<file path="config.mk">
export PLATFORM = sky130hd
export DESIGN_NAME = satc_ram
export DESIGN_NICKNAME = d
export VERILOG_FILES = /design/src/hdl/satc_ram.sv
export SDC_FILE = /design/constraint.sdc
export NUM_CORES = 1
export LEC_CHECK = 0
export ABC_AREA = 0
export BUFFER_PORTS_ARGS = -buffer_cell sky130_fd_sc_hd__buf_2
export CORE_MARGIN = 2
export CORE_UTILIZATION = 65
export CTS_CLUSTER_SIZE = 16
export DETAILED_ROUTE_END_ITERATION = 10
export HOLD_SLACK_MARGIN = 0.12
export PLACE_DENSITY = 0.81
export SYNTH_ARGS = -nofsm -noshare
export SYNTH_HDL_FRONTEND = slang
export SYNTH_SLANG_ARGS = --single-unit
</file>
<file path="constraint.sdc">
create_clock -name clk -period 2.4 [get_ports clk]
set_clock_uncertainty 0.05 [all_clocks]
set_input_delay 0 -clock clk [delete_from_list [all_inputs] [get_ports clk]]
set_output_delay 0 -clock clk [all_outputs]
set_load 0.05 [all_outputs]
</file>
<file path="src/hdl/satc_ram.sv">
module satc_ram #(
    parameter int WIDTH = 8,
    parameter int DEPTH = 16,
    localparam int AW = (DEPTH > 1) ? $clog2(DEPTH) : 1
) (
    input  logic             clk,
    input  logic             we,
    input  logic [AW-1:0]    waddr,
    input  logic [WIDTH-1:0] wdata,
    input  logic             re,
    input  logic [AW-1:0]    raddr,
    output logic [WIDTH-1:0] rdata
);

    logic [WIDTH-1:0] mem [DEPTH];

    // Write, and register the read with old data on a collision
    always_ff @(posedge clk)
    begin
        if (we)
        begin
            mem[waddr] <= wdata;
        end
        if (re)
        begin
            rdata <= mem[raddr];
        end
    end

endmodule

</file>
-- Yosys cells after proc, flatten, opt, wreduce, memory -nomap -nowiden
Memory sizes are Yosys's and may differ from the RTL's. A register that Yosys moved wholly into a read port is not among the register bits.
Index checks and enable logic that the tools add are counted.
- memories: 1
- ROM bits: 0
- latch bits: 0
- flip-flop bits (word level): 0
- bits in writable memories: 128
- word-level logic and storage cells: 3
- input port bits: 19
- output and inout port bits: 8
- mux-type cells: 2
- shift operators: 0
- add/subtract/negate cells: 0
- $lt $le $gt $ge: 0
- bitwise gates (word level): 0
- equality and inequality tests: 0
- divide/modulo/power cells: 0
- multipliers: 0
- reductions and logical operators: 0
- memory list (name ; words ; width ; rd ports ; clocked after memory_dff ; write ports ; line ; source):
    mem ; 16 ; 8 ; 1 ; 1 ; 1 ; 15 ; logic [WIDTH-1:0] mem [DEPTH];
- operator list (cell ; count):
    $mux W1 ; 2

-- Logic depth before layout (Yosys ltp)
- depth in word-level cells: 2
- mapped depth: 5
- mapped depth without buffers: 3

-- Least setup slack after synthesis
Ideal clock, no wire load.
- kind: in2reg
- start: input waddr[2]
- end: memory mem[0][0] (enable)
- arrival time: 1110 ps
- library setup time: 383 ps
- path slack: 857 ps
- stages on the path: 2
- buffers on the path: 0
- data required time: 1967 ps
- path through: or3b_2 nor3_1
- RTL lines (what ; line ; source):
    from (decl) ; 8 ; input logic [AW-1:0] waddr,
    to (decl) ; 15 ;
Straight into the memory's write port.

-- Worst setup path after layout
- start: input waddr[2]
- end: memory mem[0][5] (enable)
Straight into the memory's write port.

==> flow_summary.ini <==
[run_status]
status = finished, final reports clean

[setup_path]
critical_path.startpoint_type = input pin
regToRegStartpoint = mem[11][6]$_DFFE_PP_
worstPathArrival_ns = 2.08
critPathKind = input pin to flop
worstReg2RegEnd = rdata[6]$_DFFE_PP_
worstPathMaxFanout = 8
required_ns = 2.56
worst_reg2reg_setup_slack_ns = 0.71
end_kind = flop
worst_setup_path_startpoint = waddr[2]
ff2ff_path_depth = 3
crit_path_end = mem[0][5]$_DFFE_PP_

[layout]
area.growth.synth_to_final_pct = 22.4
instances_no_fill = 412
final_nets = 316
fillers = 350
drive_above_1_share = 0.297
diodes = 0

[routing]
via_per_inst = 6.58
drt-initial-drc-count = 296
avgRoutedWirePerCell_um = 28.3
detailroute.via_count = 2713
routed_wl_um = 11700
drc = 0
first_pass_iters = 5
route.met3.wl_um = 1040
number_of_routed_nets_with_antenna_violations = 0
wl_met1_um = 4350
top_layer = met4
wl_met2_um = 6020

[clocking]
clk_root_buffer_cell = clkbuf_8
htree_levels = 4
clock_sinks = 136
cts-buffers-inserted = 17
path_clk_slew_ns = 0.06
tritoncts = yes
cts-root-to-sink-buffers = 2
clock_latency_ns = 0.51

[logic_synthesis]
yosysWarningCount = 0
post-synth-top-area-fraction = 0.781
syn-instance-count = 229
synth-seq-area-share = 0.781
netlist_area_mm2 = 0.00523
avgSynthCellArea_um2 = 22.8
yosys-top-cells-area = edfxtp_1 (78%), mux4_2 (7.8%), mux4_1 (7.0%)
syn_nets = 248
synth_top_area_cell = edfxtp_1
ys_ff_latch = 136
yosysUniqueCellTypes = 18

[floorplanning]
chipHeight_um = 93.7
chipWidth_um = 93.7
io_count = 27
num_rows = 32
die-area_mm2 = 0.00878
initial_core_util = 0.673
core-area_mm2 = 0.00777

[global_routing]
grt_pass1_vias = 2865
grt_usage = 0.290
maximum_number_of_pins_on_one_net_before_global_route_repair = 33
grt_overflow_total = 0
grt_first_pass_wirelength_um = 17100
number_of_antenna_violations_at_the_first_check_in_global_routing = 0

[sta]
maxClockFrequency_mhz = 521
final.setup.worst_slack_ns = 0.479
grt_setup_unrepaired = false
max-slew-margin-rel = 0.386
setup_tns_ns = 0
worstMarginPinSlew_ns = 0.918
finalSetupViolCount = 0
post-route-period-util = 0.800
maxSlewViolCount = 0
final_hold_viol_count = 0
period_minus_slack_ns = 1.92

[placed_design]
dpl.cell_count = 363
hpwl_um = 5960
port_buffers = 26
gp_congestion = 0.746
preCtsSetupSlack_ns = 0.683

[power_and_ir_drop]
vdd.ir_drop.worst_v = 0.000636
power_density_mw_per_mm2 = 939
power.leakage_nw = 2.20

[job]
drv.max_cap_violation_count = 0

[worst_hold_path]
hp-class = input pin to flop
## worst min path at each step
stage                     startpoint                   end  slack, ns  cells past startpoint
after floorplan             wdata[0]   mem[0][0]$_DFFE_PP_       0.05                      0
after global placement      wdata[2]  mem[14][2]$_DFFE_PP_       0.33                      1
after detailed placement          re    rdata[3]$_DFFE_PP_       0.34                      1
after CTS                   raddr[3]    rdata[7]$_DFFE_PP_       0.16                      4
after global routing        raddr[2]    rdata[4]$_DFFE_PP_       0.21                      4
final                       raddr[2]    rdata[3]$_DFFE_PP_       0.19                      4
## layout make-up
class                      count  area (µm²)  share of cell area
tap                          102         128              0.0199
clock buffer                  18         418              0.0653
clock inverter                14         268              0.0418
sequential                   136        4080               0.638
multi-input combinational     83        1060               0.165
timing repair buffer          59         445              0.0696
## layer usage
metal / track usage / vias to the layer above
met2: 0.471 / 182
met3: 0.0979 / 28
li1: - / 1120
met1: 0.377 / 1383
met5: 0 / -
met4: 0.0930 / 0
## through the flow
stage / hold WS (ns) / total power, mW / area, µm² / util
6_report: 0.192 / 6.01 / 6400 / 0.824
5_1_grt: 0.210 / 6.15 / 6400 / 0.824
4_1_cts: 0.157 / 6.04 / 6400 / 0.824
3_5_place_dp: 0.343 / 3.02 / 5540 / 0.714
3_3_place_gp: 0.335 / 3.01 / 5540 / 0.714
2_1_floorplan: 0.0489 / 2.91 / 5230 / -
## what timing repair did
action / in CTS / in global routing
setup buffers: 0 / 0
hold endpoints to repair: 256 / 0
gates resized for setup: 0 / 0
hold buffers: 17 / 0
## logic make-up (layout without fill, tap and decap cells)
kind of cell / count (synthesis) / in the layout / share of synthesized area
AO/OA/AOI/OAI: 16 / 16 / 0.0230
flip-flops: 136 / 136 / 0.781
buffers and inverters: 10 / 91 / 0.0165
multiplexers: 32 / 32 / 0.148
AND/OR/NAND/NOR: 35 / 35 / 0.0314
## cell usage in the layout, fill, tap and decap left out
master / n
edfxtp_1: 136
buf_2: 26
mux4_2: 18
dlygate4sd3_1: 17
a22oi_1: 16
clkbuf_16: 16
mux4_1: 14
buf_4: 14
nor2_1: 13
nand2_1: 9
bufinv_16: 7
nor3_1: 4
inv_6: 3
clkinvlp_4: 3
nand3b_1: 2
nand2b_1: 2
buf_12: 2
nor2b_1: 1
and2_1: 1
and2b_1: 1
nand3_1: 1
or3b_2: 1
clkbuf_8: 1
clkinv_4: 1
clkbuf_1: 1
## registers in the layout (all words and copies together), names as in the netlist
register,cells
mem,128
rdata,8
## critical path, cell delays in order
cell           delay, ns
dlygate4sd3_1       0.53
buf_2               0.14
or3b_2              0.51
nor3_1              0.13
dlygate4sd3_1       0.57
buf_4               0.19
## power breakdown
group          leakage (nW)  switching, mW  total [mW]  internal (mW)
sequential             1.24         0.0189        2.70           2.68
clock                 0.323          0.991        3.00           2.01
combinational         0.637          0.191       0.311          0.120
total                  2.20           1.20        6.01           4.81
## Yosys cell counts
master           number
nand3_1               1
edfxtp_1            136
clkdlybuf4s25_2       3
buf_4                 1
and2_1                1
nor2b_1               1
mux4_1               14
a22oi_1              16
mux4_2               18
nand3b_1              2
buf_6                 3
and2b_1               1
nor3_1                4
or3b_2                1
nand2b_1              2
nand2_1               9
nor2_1               13
buf_2                 3
Note: power is estimated with default switching activity, not from simulation.
