[src/hdl/satc_pkg.sv]
package satc_pkg;

    // Default geometry
    localparam int WAYS_DEF      = 4;
    localparam int SETS_DEF      = 64;
    localparam int OFS_W_DEF     = 4;
    localparam int ADDR_BITS_DEF = 32;

    // Fixed field widths
    localparam int KIND_W       = 1;
    localparam int ADDRESS_W    = 32;
    localparam int SET_NUMBER_W = 6;
    localparam int WAY_NUMBER_W = 2;
    localparam int VICTIM_TAG_W = 22;
    localparam int STAMP_W      = 32;
    localparam int LFSR_W       = 16;

    localparam logic [LFSR_W-1:0]  LFSR_SEED  = 16'hACE1;
    localparam logic [STAMP_W-1:0] STAMP_INIT = 32'd1;

    // Configuration port
    localparam int CFG_INDEX_W = 2;
    localparam int CFG_DATA_W  = 2;

    typedef enum logic [CFG_INDEX_W-1:0] {
        CFG_REPLACEMENT    = 2'd0,
        CFG_WB_MODE        = 2'd1,
        CFG_NO_WRITE_ALLOC = 2'd2
    } cfg_reg_t;

    // Victim policy; the spare code behaves as LRU
    typedef enum logic [1:0] {
        REPL_LRU     = 2'd0,
        REPL_FIFO    = 2'd1,
        REPL_RANDOM  = 2'd2,
        REPL_LRU_ALT = 2'd3
    } repl_mode_t;

    typedef struct packed {
        logic                    hit;
        logic                    allocated;
        logic                    compulsory_fill;
        logic [SET_NUMBER_W-1:0] set_number;
        logic [WAY_NUMBER_W-1:0] way_number;
        logic                    evicted;
        logic [VICTIM_TAG_W-1:0] victim_tag;
        logic                    dirty_writeback;
    } resp_t;

    // Side effects of one lookup on the shared counters
    typedef struct packed {
        logic use_inc;
        logic fill_inc;
        logic lfsr_step;
    } upd_t;

endpackage

[src/hdl/satc_lookup.sv]
module satc_lookup #(
    parameter int WAYS  = satc_pkg::WAYS_DEF,
    parameter int TAG_W = 22,
    parameter int SET_W = 6,
    localparam int WAY_W  = (WAYS > 1) ? $clog2(WAYS) : 1,
    localparam int LINE_W = 2 + TAG_W + 2 * satc_pkg::STAMP_W,
    localparam int ROW_W  = WAYS * LINE_W
) (
    input  logic                           is_write,
    input  logic [SET_W-1:0]               set,
    input  logic [TAG_W-1:0]               tag,
    input  logic [ROW_W-1:0]               row_in,
    input  satc_pkg::repl_mode_t           repl_mode,
    input  logic                           wb_mode,
    input  logic                           no_write_alloc,
    input  logic [satc_pkg::STAMP_W-1:0]   use_clock,
    input  logic [satc_pkg::STAMP_W-1:0]   fill_clock,
    input  logic [WAY_W-1:0]               pick,
    output logic [ROW_W-1:0]               row_out,
    output satc_pkg::resp_t                resp,
    output satc_pkg::upd_t                 upd
);

    localparam int SW = satc_pkg::STAMP_W;
    localparam int PW = 1 << WAY_W;

    logic [WAYS-1:0] vld;
    logic [WAYS-1:0] drt;
    logic [TAG_W-1:0] ltag [WAYS];
    logic [SW-1:0]    ustamp [WAYS];
    logic [SW-1:0]    fstamp [WAYS];

    logic             found;
    logic [WAY_W-1:0] hit_way;
    logic             empty;
    logic [WAY_W-1:0] empty_way;
    logic [WAY_W-1:0] lru_way;
    logic [WAY_W-1:0] fifo_way;
    logic [WAY_W-1:0] repl_way;
    logic [WAY_W-1:0] way_sel;
    logic             is_lru;
    logic             is_fifo;
    logic             is_rand;
    logic             allocate;
    logic             evict;

    // Pairwise tree over the stamps; the lower way wins a tie
    function automatic logic [WAY_W-1:0] oldest(input logic [SW-1:0] s [WAYS]);
        logic [SW-1:0]    st [PW];
        logic [WAY_W-1:0] ix [PW];
        for (int i = 0; i < PW; i++)
        begin
            st[i] = '1;
            ix[i] = WAY_W'(i);
        end
        for (int i = 0; i < WAYS; i++)
        begin
            st[i] = s[i];
        end
        for (int lv = 0; lv < WAY_W; lv++)
        begin
            for (int i = 0; i < (PW >> (lv + 1)); i++)
            begin
                if (st[2*i+1] < st[2*i])
                begin
                    st[i] = st[2*i+1];
                    ix[i] = ix[2*i+1];
                end
                else
                begin
                    st[i] = st[2*i];
                    ix[i] = ix[2*i];
                end
            end
        end
        return ix[0];
    endfunction

    // Unpack the set's ways
    always_comb
    begin
        for (int w = 0; w < WAYS; w++)
        begin
            vld[w]    = row_in[w*LINE_W];
            drt[w]    = row_in[w*LINE_W + 1];
            ltag[w]   = row_in[w*LINE_W + 2 +: TAG_W];
            ustamp[w] = row_in[w*LINE_W + 2 + TAG_W +: SW];
            fstamp[w] = row_in[w*LINE_W + 2 + TAG_W + SW +: SW];
        end
    end

    // Compare tags and find the first empty way, lowest way first
    always_comb
    begin
        found     = 1'b0;
        hit_way   = '0;
        empty     = 1'b0;
        empty_way = '0;
        for (int w = WAYS - 1; w >= 0; w--)
        begin
            if (vld[w] && (ltag[w] == tag))
            begin
                found   = 1'b1;
                hit_way = WAY_W'(w);
            end
            if (!vld[w])
            begin
                empty     = 1'b1;
                empty_way = WAY_W'(w);
            end
        end
    end

    assign lru_way  = oldest(ustamp);
    assign fifo_way = oldest(fstamp);

    // Choose the victim by policy
    always_comb
    begin
        is_lru  = 1'b0;
        is_fifo = 1'b0;
        is_rand = 1'b0;
        unique case (repl_mode)
            satc_pkg::REPL_FIFO:
            begin
                repl_way = fifo_way;
                is_fifo  = 1'b1;
            end
            satc_pkg::REPL_RANDOM:
            begin
                repl_way = pick;
                is_rand  = 1'b1;
            end
            satc_pkg::REPL_LRU, satc_pkg::REPL_LRU_ALT:
            begin
                repl_way = lru_way;
                is_lru   = 1'b1;
            end
        endcase
    end

    assign allocate = !found && !(is_write && no_write_alloc);
    assign evict    = allocate && !empty;

    always_comb
    begin
        priority if (found)
        begin
            way_sel = hit_way;
        end
        else if (allocate)
        begin
            way_sel = empty ? empty_way : repl_way;
        end
        else
        begin
            way_sel = '0;
        end
    end

    // Build the updated row
    always_comb
    begin
        row_out = row_in;
        for (int w = 0; w < WAYS; w++)
        begin
            if (WAY_W'(w) == way_sel)
            begin
                if (found)
                begin
                    if (is_write && wb_mode)
                    begin
                        row_out[w*LINE_W + 1] = 1'b1;
                    end
                    if (is_lru)
                    begin
                        row_out[w*LINE_W + 2 + TAG_W +: SW] = use_clock;
                    end
                end
                else if (allocate)
                begin
                    row_out[w*LINE_W]               = 1'b1;
                    row_out[w*LINE_W + 1]           = is_write && wb_mode;
                    row_out[w*LINE_W + 2 +: TAG_W]  = tag;
                    if (is_lru)
                    begin
                        row_out[w*LINE_W + 2 + TAG_W +: SW] = use_clock;
                    end
                    if (is_fifo)
                    begin
                        row_out[w*LINE_W + 2 + TAG_W + SW +: SW] = fill_clock;
                    end
                end
            end
        end
    end

    // Report
    always_comb
    begin
        resp.hit             = found;
        resp.allocated       = allocate;
        resp.compulsory_fill = allocate && empty;
        resp.set_number      = satc_pkg::SET_NUMBER_W'(set);
        resp.way_number      = satc_pkg::WAY_NUMBER_W'(way_sel);
        resp.evicted         = evict;
        resp.victim_tag      = evict ? satc_pkg::VICTIM_TAG_W'(ltag[way_sel]) : '0;
        resp.dirty_writeback = evict && wb_mode && drt[way_sel];
    end

    assign upd.use_inc   = (found || allocate) && is_lru;
    assign upd.fill_inc  = allocate && is_fifo;
    assign upd.lfsr_step = evict && is_rand;

endmodule

[config.mk]
export PLATFORM = sky130hd
export DESIGN_NAME = satc_lookup
export DESIGN_NICKNAME = d
export VERILOG_FILES = /design/src/hdl/satc_pkg.sv /design/src/hdl/satc_lookup.sv
export SDC_FILE = /design/constraint.sdc
export NUM_CORES = 1
export LEC_CHECK = 0
export ABC_AREA = 0
export BUFFER_PORTS_ARGS = -buffer_cell sky130_fd_sc_hd__buf_4
export CAP_MARGIN = 20
export CELL_PAD_IN_SITES_DETAIL_PLACEMENT = 1
export CELL_PAD_IN_SITES_GLOBAL_PLACEMENT = 2
export CORE_AREA = 2 2 327 329
export DETAILED_ROUTE_END_ITERATION = 8
export DIE_AREA = 0 0 329 331
export PLACE_DENSITY_LB_ADDON = 0.1
export SLEW_MARGIN = 10
export SYNTH_ARGS = -nofsm -noshare
export SYNTH_HDL_FRONTEND = slang
export SYNTH_SLANG_ARGS = --single-unit
[constraint.sdc]
create_clock -name vclk -period 19.8
set_input_delay 2.97 -clock vclk [all_inputs]
set_output_delay 2.97 -clock vclk [all_outputs]
set_load 0.05 [all_outputs]
; ---- Word-level counts from Yosys, hierarchy flattened
; Cells that the tools add are included.
[classes]
magnitude_cmp = 8
n_eq_ne = 10
muxes = 79
bitwise = 1
n_reduce_logical = 21
[ops]
columns = operator, count
row1 = $mux W88, 8
row2 = $mux W32, 20
row3 = $lt A32 B32 Y1, 6
row4 = $mux W22, 7
row5 = $eq A22 B22 Y1, 4
row6 = $bmux W22 S2, 1
row7 = $mux W1, 28
row8 = $mux W2, 13
row9 = $logic_and A1 B1 Y1, 14
row10 = $pmux W2 S3, 1
row11 = $eq A2 B2 Y1 const A, 2
row12 = $eq A2 B2 Y1 const B, 2
row13 = $logic_not A2 Y1, 2
row14 = $ge A3 B3 Y1 const B, 1
row15 = $logic_not A1 Y1, 3
row16 = $lt A2 B3 Y1 const B, 1
row17 = $not A2 Y3, 1
row18 = $bmux W1 S2, 1
row19 = $eq A1 B2 Y1 const A, 1
row20 = $eq A2 B1 Y1 const B, 1
row21 = $reduce_or A2 Y1, 1
row22 = $logic_or A1 B1 Y1, 1
[totals]
regBits = 0
in_bits = 451
output_inout_bits = 390
word_cells = 119

; ---- Longest topological paths before layout
[depth]
depth_word = 15
depth_mapped = 26
depth_no_buf = 21

; ---- Worst setup path after synthesis
; Ideal clock, no wire load.
[synth_path]
kind = input-to-output
startpoint = in row_in[26]
endpoint = out resp[15] in the netlist's numbering
arrival_ps = 8887
required_time_ps = 16830
setup_slack_ps = 7943
path_stages = 21
n_path_buf = 2
path_cell_list = inv_1 ha_1 or3_1 o21ai_0 o32a_1 nand3_1 a31oi_4 buf_1 mux2i_1 ha_1 a21o_1 a21oi_1 o2111ai_1 o211ai_1 nand3_1 o31a_1 a211o_1 inv_2 buf_1 nand2_1 a311oi_1
[synth_rtl]
columns = item, line_no
row1 = "start, declared", satc_lookup.sv:12  ; input logic [ROW_W-1:0] row_in,
row2 = "end, declared", satc_lookup.sv:20  ; output satc_pkg::resp_t resp,

; ---- Worst setup path in the final report
[layout_path]
startpoint = in row_in[86]
endpoint = out row_out[135]
[layout_via]
elab_chain_cells = 10
word_cells_on_any_way = 11
classes_between = 2 x order compare / 1 x eq/ne / 8 x mux
[layout_rtl]
columns = item, line_no
row1 = $lt A32 B32 Y1, satc_lookup.sv:64  ; if (st[2*i+1] < st[2*i])
row2 = $mux W32, satc_lookup.sv:64
row3 = $lt A32 B32 Y1, satc_lookup.sv:64
row4 = $mux W2 (*), satc_lookup.sv:64
row5 = $pmux W2 S3 (*), satc_lookup.sv:123  ; unique case (repl_mode)
row6 = $mux W2 (*), satc_lookup.sv:153  ; way_sel = empty ? empty_way : repl_way;
row7 = $mux W2 (*), satc_lookup.sv:151  ; else if (allocate)
row8 = $mux W2 (*), satc_lookup.sv:147  ; priority if (found)
row9 = $eq A1 B2 Y1 (*), satc_lookup.sv:167  ; if (WAY_W'(w) == way_sel)
row10 = $mux W88 (*), satc_lookup.sv:167
row11 = "end, declared", satc_lookup.sv:19  ; output logic [ROW_W-1:0] row_out,
; Every way passes the cells marked *; elsewhere a longest branch is shown, timed or not.

==> out/results.ini <==
[status]
status = finished, final reports clean

[cells_and_area]
n_fill_cell = 12600
syn2layout_area_growth_pct = 58.1
clock_buffers = 0
finalNetCount = 3107
drive_above_1_share_pct = 46.5
final_util_pct = 19.8
mostFrequentLayoutCell = buf_4
seq_area_um2 = 0
multi_input_area_um2 = 12100
layout_common_cells = buf_4, mux2_2, ha_1, nand2_1, inv_1
design.seq.count = 0

[floorplan]
initial_utilization_pct = 12.5
dieArea_um2 = 109000
fp.dieH_um = 331
die_w_um = 329
core-area_um2 = 105000
rows = 119
io_pins = 841

[logic_synthesis]
syn_area_um2 = 13100
synth.distinct_cells = 70
yosys_warnings = 0
syn_area_per_cell_um2 = 7.57
syn_nets = 2374
ys_seq_area_share_pct = 0
synth_cells = 1734

[sta]
slew_viol_final = 0
slew_headroom_pct = 27.6
worst_pin_slew_ps = 1090
rsz0062_at_grt = no
clock.fmax_ghz = 0.0708
finalCritPeriodShare_pct = 71.3
setup-tns-final_ps = 0
hold_viol_final = 0
setup_viol = 0
post-route-min-period_ps = 14120

[drt]
ant_nets = 0
wirelength_um = 96900
wl_per_cell_um = 25.1
drtPass1Iterations = 7
drc_errors = 0
vias_per_cell = 4.22
drt_iter0_markers = 526
route.vias.total = 16300

[setup_path]
crit_family = buffers and inverters
endpoint_kind = primary output
max_stage_delay_ps = 910
cp.required_ps = 16830
path_buf_inv = 8
crit_slowest_cell = nor4_1
crit_path_start_kind = primary input
crit_path_frequent_cell = buf_4
worstPathMaxFanout = 63
crit_type = primary input to primary output
critPathLaunch = row_in[86]
critPathArrivalTime_ps = 11150

[cts]
hold_buffers = 0
postCtsSetupBuffers = 0
post_cts_resized = 0

[flow_run]
maxCapViolCount = 0

[placed_design]
dp_hpwl_um = 85300
io_buffers = 829
place_congestion = 0.814

[grt]
grt_max_degree = 66
grt_pass1_vias = 17800
grt-ovfl-total = 0
grt_antenna_before_repair = 15
grt_pass1_wl_um = 132000
grt_use_total_pct = 16.7

[hold_path]
hold_path_class = primary input to primary output
worstHoldStart = set[0]

[layout make-up]
class / count / area share, %
antenna: 5 / 0.0603
inverter: 142 / 2.57
multi-input combinational: 1473 / 58.2
tap: 1391 / 8.38
timing repair buffer: 850 / 30.8
[layer usage]
metal / global-route usage (%) / vias to the layer above / share of wire (%)
li1: - / 7783 / -
met1: 19.5 / 7957 / 40
met2: 31.9 / 498 / 53
met3: 2.57 / 62 / 4.9
met4: 2.89 / 4 / 1.8
met5: 0 / - / 0.022
[synthesized netlist by cell type (45+ instances only)]
library cell  count  share of area, %
mux2i_1          65               5.0
mux2_2          230                20
buf_2            56               2.1
inv_1           141               4.0
nor2_1           59               1.7
xor2_1           45               3.0
ha_1            189                18
a21oi_1          93               3.5
and3_1           48               2.3
o21ai_0          96               3.7
nand2_1         185               5.3
nand4_1          48               2.3
[per-stage QoR]
step,cell area [um2],setup WS (ps),cells,hold WS (ps)
2_1_floorplan,13100,7940,1734,6110
3_3_place_gp,20700,5540,3855,5940
3_5_place_dp,20700,5490,3856,5940
4_1_cts,20700,5440,3856,5940
5_1_grt,20800,4990,3860,5940
6_report,20800,5680,3861,5940
[kinds of logic after synthesis]
family | Yosys count | synth area share (%)
and+or+nand+nor | 494 | 19.0
muxes | 378 | 33.0
AOI/OAI and AO/OA | 324 | 15.6
buffers and inverters | 261 | 8.63
adders and majority gates | 189 | 18.0
xor gates and xnor gates | 88 | 5.87
[worst paths after layout]
check / slack (ps) / endpoint / cells after the start
max: 5680 / row_out[135] / 25
min: 5940 / resp[26] / 0
